### src/rtl/fpwj_pkg.sv
// ----------------------------------------------------------------------------
// fpwj_pkg: shared types and constants of the fragment pair window join
// Window depth, field widths, payload structs and circular slot arithmetic.
// ----------------------------------------------------------------------------
package fpwj_pkg;

  localparam int unsigned WindowDepth = 64;
  localparam int unsigned SlotW       = (WindowDepth > 1) ? $clog2(WindowDepth) : 1;
  localparam int unsigned CntW        = $clog2(WindowDepth + 1);

  localparam int unsigned PosW     = 31;
  localparam int unsigned GapW     = 16;
  localparam int unsigned CfgIdxW  = 2;
  localparam int unsigned CfgDataW = 31;

  localparam logic [PosW-1:0]  PosMax    = '1;
  localparam logic [SlotW:0]   DepthSlot = (SlotW + 1)'(WindowDepth);
  localparam logic [CntW-1:0]  DepthCnt  = CntW'(WindowDepth);

  localparam logic STRAND_FWD = 1'b0;
  localparam logic STRAND_REV = 1'b1;

  typedef enum logic [CfgIdxW-1:0] {
    CFG_MIN_GAP      = 2'd0,
    CFG_MAX_GAP      = 2'd1,
    CFG_SEQ_LEN      = 2'd2,
    CFG_END_PLUS_ONE = 2'd3
  } cfg_idx_e;

  typedef struct packed {
    logic [PosW-1:0] hit_position;
    logic            hit_strand;
    logic            last_hit;
  } hit_t;

  typedef struct packed {
    logic [PosW-1:0] pair_start;
    logic [PosW-1:0] pair_end;
    logic            run_last;
    logic            window_overflow;
  } pair_t;

  typedef struct packed {
    logic [GapW-1:0] min_gap;
    logic [GapW-1:0] max_gap;
    logic [PosW-1:0] seq_len;
    logic            end_plus_one;
  } cfg_t;

  // classified hit, as handed from the front to the back
  typedef struct packed {
    logic [PosW-1:0] pos;
    logic            strand;
    logic            last;
    logic            in_seq;
    logic [PosW-1:0] end_pos;
  } job_t;

  typedef struct packed {
    logic valid;
    job_t job;
  } job_chan_t;

  // (base + off) modulo the window depth; both operands below the depth
  function automatic logic [SlotW-1:0] slot_add(input logic [SlotW-1:0] base,
                                                input logic [SlotW-1:0] off);
    logic [SlotW:0] sum;
    sum = {1'b0, base} + {1'b0, off};
    if (sum >= DepthSlot) begin
      sum = sum - DepthSlot;
    end
    return sum[SlotW-1:0];
  endfunction

endpackage

### src/rtl/fpwj_front.sv
// ----------------------------------------------------------------------------
// fpwj_front: hit intake and classification
// Takes hits, marks anchors inside the sequence, forms the reported end
// position and holds them in a two-entry queue for the back end.
// ----------------------------------------------------------------------------
module fpwj_front (
  input  logic              clk_i,
  input  logic              rst_ni,
  input  fpwj_pkg::cfg_t    cfg_i,
  input  logic              in_valid_i,
  output logic              in_stall_o,
  input  fpwj_pkg::hit_t    in_data_i,
  output fpwj_pkg::job_chan_t job_o,
  input  logic              job_pop_i
);
  import fpwj_pkg::*;

  job_t        q_mem [2];
  logic        wr_ptr_q, wr_ptr_d;
  logic        rd_ptr_q, rd_ptr_d;
  logic [1:0]  fill_q, fill_d;
  logic        push;
  logic        pop;
  job_t        job_new;
  logic [PosW:0] end_sum;

  // end = p + end_plus_one, saturated at the largest position
  assign end_sum = {1'b0, in_data_i.hit_position} + (PosW + 1)'(cfg_i.end_plus_one);

  always_comb begin
    job_new.pos     = in_data_i.hit_position;
    job_new.strand  = in_data_i.hit_strand;
    job_new.last    = in_data_i.last_hit;
    job_new.in_seq  = in_data_i.hit_position < cfg_i.seq_len;
    job_new.end_pos = end_sum[PosW] ? PosMax : end_sum[PosW-1:0];
  end

  assign in_stall_o = (fill_q == 2'd2);
  assign push       = in_valid_i && !in_stall_o;
  assign pop        = job_pop_i && (fill_q != 2'd0);

  assign job_o.valid = (fill_q != 2'd0);
  assign job_o.job   = q_mem[rd_ptr_q];

  always_comb begin
    wr_ptr_d = push ? !wr_ptr_q : wr_ptr_q;
    rd_ptr_d = pop ? !rd_ptr_q : rd_ptr_q;
    fill_d   = fill_q + {1'b0, push} - {1'b0, pop};
  end

  always_ff @(posedge clk_i or negedge rst_ni) begin
    if (!rst_ni) begin
      wr_ptr_q <= 1'b0;
      rd_ptr_q <= 1'b0;
      fill_q   <= 2'd0;
    end else begin
      wr_ptr_q <= wr_ptr_d;
      rd_ptr_q <= rd_ptr_d;
      fill_q   <= fill_d;
    end
  end

  always_ff @(posedge clk_i) begin
    if (push) begin
      q_mem[wr_ptr_q] <= job_new;
    end
  end

endmodule

### src/rtl/fpwj_back.sv
// ----------------------------------------------------------------------------
// fpwj_back: window store, eviction and oldest-first pair scan
// Walks the forward window one entry a cycle barring output stalls, dropping
// stale anchors; pairs leave through a pending stage and an output register.
// ----------------------------------------------------------------------------
module fpwj_back (
  input  logic                clk_i,
  input  logic                rst_ni,
  input  fpwj_pkg::cfg_t      cfg_i,
  input  fpwj_pkg::job_chan_t job_i,
  output logic                job_pop_o,
  output logic                out_valid_o,
  input  logic                out_stall_i,
  output fpwj_pkg::pair_t     out_data_o
);
  import fpwj_pkg::*;

  typedef enum logic [1:0] {
    ST_IDLE,
    ST_SCAN,
    ST_FINISH
  } state_e;

  logic [PosW-1:0] mem [WindowDepth];

  state_e          state_q;
  job_t            job_q;
  logic [SlotW-1:0] head_q;
  logic [CntW-1:0] count_q;
  logic            overflow_q;
  logic [CntW-1:0] ri_q;
  logic            d_valid_q;
  logic [PosW-1:0] rdata_q;
  logic            evicting_q;
  logic [CntW-1:0] evict_n_q;
  logic            pend_valid_q;
  logic [PosW-1:0] pend_q;
  logic            out_valid_q;
  pair_t           out_data_q;

  logic            out_free;
  logic [PosW:0]   p_ext;
  logic [PosW:0]   f_plus_max;
  logic [PosW:0]   f_plus_min;
  logic            evict_cond;
  logic            d_pair;
  logic            advance;
  logic            issue;
  logic            rd_en;
  logic [SlotW-1:0] rd_addr;
  logic            scan_done;
  logic            commit;
  logic            push;
  logic [SlotW-1:0] head_ev;
  logic [CntW-1:0] cnt_ev;
  logic            store;
  logic            full;
  logic            wr_en;
  logic [SlotW-1:0] wr_addr;

  assign out_free   = !out_valid_q || !out_stall_i;
  assign p_ext      = {1'b0, job_q.pos};
  assign f_plus_max = {1'b0, rdata_q} + (PosW + 1)'(cfg_i.max_gap);
  assign f_plus_min = {1'b0, rdata_q} + (PosW + 1)'(cfg_i.min_gap);
  assign evict_cond = f_plus_max < p_ext;
  assign d_pair     = d_valid_q && (job_q.strand == STRAND_REV) &&
                      (f_plus_min < p_ext) && (p_ext <= f_plus_max);

  // a second pair needs the output register to take the pending one
  assign advance = !(d_pair && pend_valid_q && !out_free);

  // forward hits only walk until the first anchor that stays
  assign issue   = (state_q == ST_SCAN) && (ri_q < count_q) &&
                   ((job_q.strand == STRAND_REV) || evicting_q);
  assign rd_en   = issue && advance;
  assign rd_addr = slot_add(head_q, ri_q[SlotW-1:0]);

  assign scan_done = (state_q == ST_SCAN) && !d_valid_q && !issue;
  assign commit    = (state_q == ST_FINISH) && (!pend_valid_q || out_free);
  assign push      = ((state_q == ST_SCAN) && advance && d_pair && pend_valid_q) ||
                     (commit && pend_valid_q);

  assign head_ev = slot_add(head_q, evict_n_q[SlotW-1:0]);
  assign cnt_ev  = count_q - evict_n_q;
  assign store   = (job_q.strand == STRAND_FWD) && job_q.in_seq;
  assign full    = (cnt_ev == DepthCnt);
  assign wr_en   = commit && store && !full;
  assign wr_addr = slot_add(head_ev, cnt_ev[SlotW-1:0]);

  assign job_pop_o   = (state_q == ST_IDLE) && job_i.valid;
  assign out_valid_o = out_valid_q;
  assign out_data_o  = out_data_q;

  always_ff @(posedge clk_i or negedge rst_ni) begin
    if (!rst_ni) begin
      state_q      <= ST_IDLE;
      head_q       <= '0;
      count_q      <= '0;
      overflow_q   <= 1'b0;
      ri_q         <= '0;
      d_valid_q    <= 1'b0;
      evicting_q   <= 1'b0;
      evict_n_q    <= '0;
      pend_valid_q <= 1'b0;
      out_valid_q  <= 1'b0;
    end else begin
      if (push) begin
        out_valid_q <= 1'b1;
      end else if (!out_stall_i) begin
        out_valid_q <= 1'b0;
      end

      case (state_q)
        ST_IDLE: begin
          if (job_i.valid) begin
            ri_q         <= '0;
            d_valid_q    <= 1'b0;
            evicting_q   <= 1'b1;
            evict_n_q    <= '0;
            pend_valid_q <= 1'b0;
            state_q      <= ST_SCAN;
          end
        end
        ST_SCAN: begin
          if (advance) begin
            d_valid_q <= issue;
            if (issue) begin
              ri_q <= ri_q + 1'b1;
            end
            if (d_valid_q) begin
              if (evicting_q && evict_cond) begin
                evict_n_q <= evict_n_q + 1'b1;
              end else begin
                evicting_q <= 1'b0;
              end
              if (d_pair) begin
                pend_valid_q <= 1'b1;
              end
            end
          end
          if (scan_done) begin
            state_q <= ST_FINISH;
          end
        end
        ST_FINISH: begin
          if (commit) begin
            pend_valid_q <= 1'b0;
            if (job_q.last) begin
              head_q  <= '0;
              count_q <= '0;
            end else begin
              head_q  <= head_ev;
              count_q <= (store && !full) ? cnt_ev + 1'b1 : cnt_ev;
            end
            if (store && full) begin
              overflow_q <= 1'b1;
            end
            state_q <= ST_IDLE;
          end
        end
        default: begin
          state_q <= ST_IDLE;
        end
      endcase
    end
  end

  // payload registers
  always_ff @(posedge clk_i) begin
    if (job_pop_o) begin
      job_q <= job_i.job;
    end
    if ((state_q == ST_SCAN) && advance && d_pair) begin
      pend_q <= rdata_q;
    end
    if (push) begin
      out_data_q.pair_start      <= pend_q;
      out_data_q.pair_end        <= job_q.end_pos;
      out_data_q.run_last        <= (state_q == ST_FINISH);
      out_data_q.window_overflow <= overflow_q;
    end
  end

  // window store: one write port, one registered read port
  always_ff @(posedge clk_i) begin
    if (wr_en) begin
      mem[wr_addr] <= job_q.pos;
    end
    if (rd_en) begin
      rdata_q <= mem[rd_addr];
    end
  end

endmodule

### src/rtl/fragment_pair_window_join.sv
// ----------------------------------------------------------------------------
// fragment_pair_window_join: joins forward and reverse read hits into pairs
// Forward hits are kept in a circular window; each reverse hit scans it and
// emits one transfer per matching anchor, oldest anchor first.
// ----------------------------------------------------------------------------
// Path: a hit enters the front queue and then the back end's job register; a
//   pair goes from the store read register through the pending stage to the
//   output register. The back end finishes one hit before it takes the next;
//   a reverse hit reads every window entry, stale or kept, a forward hit the
//   stale ones and up to two more. Output stalls hold the scan.
// Reset: asynchronous, active low; empties window and queue, clears overflow.
module fragment_pair_window_join (
  input  logic                               clk_i,
  input  logic                               rst_ni,
  // configuration write port
  input  logic                               cfg_we_i,
  input  logic [fpwj_pkg::CfgIdxW-1:0]       cfg_index_i,
  input  logic [fpwj_pkg::CfgDataW-1:0]      cfg_wdata_i,
  // hit channel
  input  logic                               in_valid_i,
  output logic                               in_stall_o,
  input  fpwj_pkg::hit_t                     in_data_i,
  // pair channel
  output logic                               out_valid_o,
  input  logic                               out_stall_i,
  output fpwj_pkg::pair_t                    out_data_o
);
  import fpwj_pkg::*;

  cfg_t      cfg_q;
  job_chan_t job_chan;
  logic      job_pop;

  // Configuration registers, reset to the defaults. Writes are expected only
  // while the block is idle, so both halves see one value for a whole item.
  always_ff @(posedge clk_i or negedge rst_ni) begin
    if (!rst_ni) begin
      cfg_q.min_gap      <= '0;
      cfg_q.max_gap      <= GapW'(400);
      cfg_q.seq_len      <= PosMax;
      cfg_q.end_plus_one <= 1'b1;
    end else if (cfg_we_i) begin
      case (cfg_idx_e'(cfg_index_i))
        CFG_MIN_GAP:      cfg_q.min_gap      <= cfg_wdata_i[GapW-1:0];
        CFG_MAX_GAP:      cfg_q.max_gap      <= cfg_wdata_i[GapW-1:0];
        CFG_SEQ_LEN:      cfg_q.seq_len      <= cfg_wdata_i[PosW-1:0];
        CFG_END_PLUS_ONE: cfg_q.end_plus_one <= cfg_wdata_i[0];
        default: ;
      endcase
    end
  end

  // Front: accepts hits, classifies them, queues two deep.
  fpwj_front u_front (
    .clk_i      (clk_i),
    .rst_ni     (rst_ni),
    .cfg_i      (cfg_q),
    .in_valid_i (in_valid_i),
    .in_stall_o (in_stall_o),
    .in_data_i  (in_data_i),
    .job_o      (job_chan),
    .job_pop_i  (job_pop)
  );

  // Back: evicts, scans the window, stores anchors, drives pair transfers.
  fpwj_back u_back (
    .clk_i       (clk_i),
    .rst_ni      (rst_ni),
    .cfg_i       (cfg_q),
    .job_i       (job_chan),
    .job_pop_o   (job_pop),
    .out_valid_o (out_valid_o),
    .out_stall_i (out_stall_i),
    .out_data_o  (out_data_o)
  );

endmodule

### config.mk
export PLATFORM = sky130hd
export DESIGN_NAME = fragment_pair_window_join
export DESIGN_NICKNAME = d
export VERILOG_FILES = /design/src/rtl/fpwj_pkg.sv /design/src/rtl/fpwj_front.sv /design/src/rtl/fpwj_back.sv /design/src/rtl/fragment_pair_window_join.sv
export SDC_FILE = /design/constraint.sdc
export NUM_CORES = 2
export LEC_CHECK = 0
export BUFFER_PORTS_ARGS = -buffer_cell sky130_fd_sc_hd__buf_2
export CORE_MARGIN = 4
export CORE_UTILIZATION = 35
export DETAILED_ROUTE_END_ITERATION = 16
export GPL_ROUTABILITY_DRIVEN = 1
export PLACE_DENSITY = 0.56
export SYNTH_ARGS = -nofsm -noshare
export SYNTH_HDL_FRONTEND = slang
export SYNTH_SLANG_ARGS = --single-unit
### constraint.sdc
create_clock -name clk_i -period 7.38 [get_ports clk_i]
set_clock_uncertainty 0.05 [all_clocks]
set_input_delay 0.369 -clock clk_i [delete_from_list [all_inputs] [get_ports clk_i]]
set_output_delay 0.369 -clock clk_i [all_outputs]
set_load 0.05 [all_outputs]
==> load_flow_metrics.sql <==
INSERT INTO impl_metrics (metric_group, metric, value, unit) VALUES
('timing', 'grt_setup_unrepaired', 'false', ''),
('layout', 'n_fill_cell', '23500', ''),
('worst_setup_path', 'slowest_delay', '0.82', 'ns'),
('clock_network', 'tritoncts_clock_tree', 'built', ''),
('synthesis', 'synth.mux.area_fraction', '16.5', '%'),
('floorplanning', 'die_height', '531', 'um'),
('timing', 'finalCriticalPeriod', '6.36', 'ns'),
('worst_setup_path', 'cpMaxStageDelayCell', 'a211oi_4', ''),
('detailed_routing', 'drt_iter0_markers', '5080', ''),
('detailed_routing', 'dr.pass1.iters', '7', ''),
('synthesis', 'yosysWarnings', '0', ''),
('detailed_routing', 'detail-route-antenna-nets', '0', ''),
('floorplanning', 'coreArea', '0.272', 'mm^2'),
('timing', 'final-hold-violation-count', '0', ''),
('synthesis', 'synth_area', '0.0958', 'mm^2'),
('timing', 'fin_ws', '1.02', 'ns'),
('clock_network', 'clk-insertion-delay-late', '0.91', 'ns'),
('synthesis', 'compound_cell_area_share_of_the_yosys_netlist', '1.92', '%'),
('timing', 'report.final.setup_viol', '0', ''),
('synthesis', 'synthAdderAreaFrac', '2.19', '%'),
('worst_setup_path', 'timing_worst_setup_path_type', 'register to register', ''),
('placed_design', 'hpwl', '147', 'mm'),
('layout', 'finish.utilization', '41.0', '%'),
('layout', 'flow.area_growth_from_synthesis', '16.3', '%'),
('min_path', 'holdCritStartpoint', 'cfg_wdata_i[16]', ''),
('clock_network', 'ctsRootBufferMaster', 'clkbuf_16', ''),
('clock_network', 'worst_setup_hold_path_clk_slew', '0.06', 'ns'),
('synthesis', 'synth_top_family_by_area', 'multiplexers', ''),
('synthesis', 'postSynthRegisterBits', '2407', ''),
('min_path', 'min_path_type', 'input pin to register', ''),
('layout', 'layout-drive-gt1-share', '29.6', '%'),
('synthesis', 'synth_xor_area_share', '1.01', '%'),
('synthesis', 'synth-simple-area-share', '2.37', '%'),
('floorplanning', 'number_of_placement_rows', '191', ''),
('detailed_routing', 'totalWireLength', '250', 'mm'),
('worst_setup_path', 'worst-path-max-fanout', '17', ''),
('global_routing', 'grt_pass1_wl', '358', 'mm'),
('worst_setup_path', 'worst_setup_path_startpoint', 'cfg_q[36]', ''),
('layout', 'commonest_non_fill_non_tap_cells_in_the_layout', 'edfxtp_1 (2305), mux4_2 (620), clkbuf_16 (285)', ''),
('worst_setup_path', 'timing.critical_path.cells', 'ha_1 -> a2111oi_4 -> o21ai_2 -> a21o_2 -> a21o_1 -> or4_1 -> a21oi_1 -> nand2b_1 -> xnor2_1 -> ha_1 -> a211oi_1 -> o21ai_0 -> a21oi_1 -> o211ai_1 -> nor4_2 -> nor4_4 -> a211oi_4 -> buf_4', ''),
('placed_design', 'post-place-cells', '8174', ''),
('floorplanning', 'fp.dieW', '531', 'um'),
('layout', 'fin_cells', '8711', ''),
('placed_design', 'io_port_bufs', '136', ''),
('detailed_routing', 'vias_per_instance', '5.41', ''),
('run_status', 'run_status', 'finished, final reports clean', ''),
('worst_setup_path', 'timing.critical_path.from_type', 'register', ''),
('detailed_routing', 'drt_drc_violations_left', '0', ''),
('global_routing', 'grt_start_max_net_pins', '82', ''),
('timing', 'fin_crit_sh', '86.1', '%'),
('timing', 'tightestPinTransition', '1.21', 'ns'),
('timing', 'setup_total_negative_slack', '0', 'ns'),
('floorplanning', 'number_of_top_level_design_ports', '137', ''),
('synthesis', 'syn-num-nets', '4720', ''),
('worst_setup_path', 'cp_data_arrival_time', '6.89', 'ns'),
('synthesis', 'netlist.top_cell.by_area', 'edfxtp_1', ''),
('clock_network', 'postCtsSetupBuffers', '0', ''),
('clock_network', 'clock_path_buffers', '4', ''),
('placed_design', 'place_congestion', '0.835', ''),
('global_routing', 'first_global_vias', '48000', ''),
('floorplanning', 'floorplan.initialDensity', '35.3', '%'),
('synthesis', 'share_of_the_synthesized_area_in_the_top_cell_type', '72.2', '%'),
('pwr', 'p_leak', '35.8', 'nW'),
('clock_network', 'cts_sinks', '2407', ''),
('synthesis', 'ys_dominant_reg_cell', 'edfxtp_1', ''),
('global_routing', 'grt_util_all_layers', '17.6', '%'),
('layout', 'mostFrequentLayoutCell', 'edfxtp_1', ''),
('synthesis', 'asyncSetResetFlopFracSynth', '4.24', '%'),
('pwr', 'cellPowerDensity', '482', 'mW/mm^2'),
('synthesis', 'yosysSeqAreaShare', '74.9', '%'),
('clock_network', 'cts_buffers', '274', '');
-- layout make-up --
type / count / area (um^2) / area share, %
antenna: 5 / 12.5 / 0.0112
clock buffer: 356 / 7410 / 6.65
clock inverter: 103 / 960 / 0.861
inverter: 102 / 384 / 0.345
multi-input combinational: 1799 / 23500 / 21.1
sequential: 2407 / 71800 / 64.4
tap: 3570 / 4470 / 4.01
timing repair buffer: 369 / 2890 / 2.59
-- synth_stat cells, types with 8 or more instances --
master and count:
a21o_1 23, nand2b_1 13, ha_1 158, o21bai_1 10, mux4_2 620, dfstp_2 35
inv_1 101, mux2_2 128, o21ai_0 39, dfrtp_1 67, edfxtp_1 2305, a21oi_1 103
and3_1 21, nor2_1 137, clkbuf_1 119, nand3_1 40, xor2_1 51, o211ai_1 8
a211oi_1 42, buf_1 52, mux2i_1 38, nor3_1 21, nor2b_1 42, xnor2_1 60
nand4_1 33, nand2_1 102
-- through the flow --
step                      hold slack, ns  instance area, um^2  power [W]
after detailed placement           0.355               102000     0.0415
after floorplan                   0.0234                95800     0.0326
after global routing               0.159               111000     0.0562
after global placement             0.350               102000     0.0415
after CTS                          0.116               111000     0.0545
final                              0.196               111000     0.0537
-- routing by layer --
layer  share of wire, %  vias up  track usage (%)
li1                   -    19600                -
met2                 47     1750             27.4
met3                6.8      328             3.03
met4                2.4        0             4.58
met1                 44    25400             25.7
met5                  0        -                0
-- report_power, final --
group	switching (W)	internal (W)	total [W]	leakage, nW
registers	0.000508	0.0175	0.0180	22.0
clock network	0.00516	0.00769	0.0128	4.08
logic	0.0135	0.00939	0.0229	9.71
-- state kept, by name (all words and copies together), names as in the netlist, 2 cells and up --
name and flops:
cfg_q 64, u_back.count_q 7, u_back.evict_n_q 7, u_back.head_q 6, u_back.job_q 65, u_back.mem 1984
u_back.out_data_o 64, u_back.pend_q 31, u_back.rdata_q 31, u_back.ri_q 7, u_back.state_q 2, u_front.fill_q 2
u_front.q_mem 130
-- worst paths after layout --
| check | slack [ns] | cells after the start | endpoint |
|---|---|---|---|
| worst max register to register | 1.02 | 18 | u_back.rdata_q[22] |
| max in group asynchronous | 5.65 | 4 | u_front.rd_ptr_q |
| worst max-delay path | 1.02 | 18 | u_back.rdata_q[22] |
| worst min register to register | 0.37 | 0 | u_back.out_data_o[56] |
| min in group asynchronous | 0.45 | 3 | u_back.pend_valid_q |
| worst min-delay path | 0.20 | 3 | cfg_q[17] |
-- tightest hold or removal path: stages --
cell	delay [ns]
dlygate4sd3_1	0.53
buf_2	0.10
mux2_2	0.13
-- repair_timing --
action / in CTS / in global routing
endpoints found under the setup margin: 0 / 0
hold buffers: 73 / 0
gates resized for setup: 0 / 0
endpoints found under the hold margin: 240 / 0
-- cells by family (layout without fill, tap and decap cells) --
logic type | count (synthesis) | after routing
xor gates and xnor gates | 111 | 111
adders and majority gates | 164 | 164
and+or+nand+nor | 458 | 458
buffers and inverters | 279 | 930
muxes | 786 | 786
AOI/OAI and AO/OA | 280 | 280
other | 0 | 5
DFF | 2407 | 2407
No activity file was read; power rests on OpenSTA's default activity.
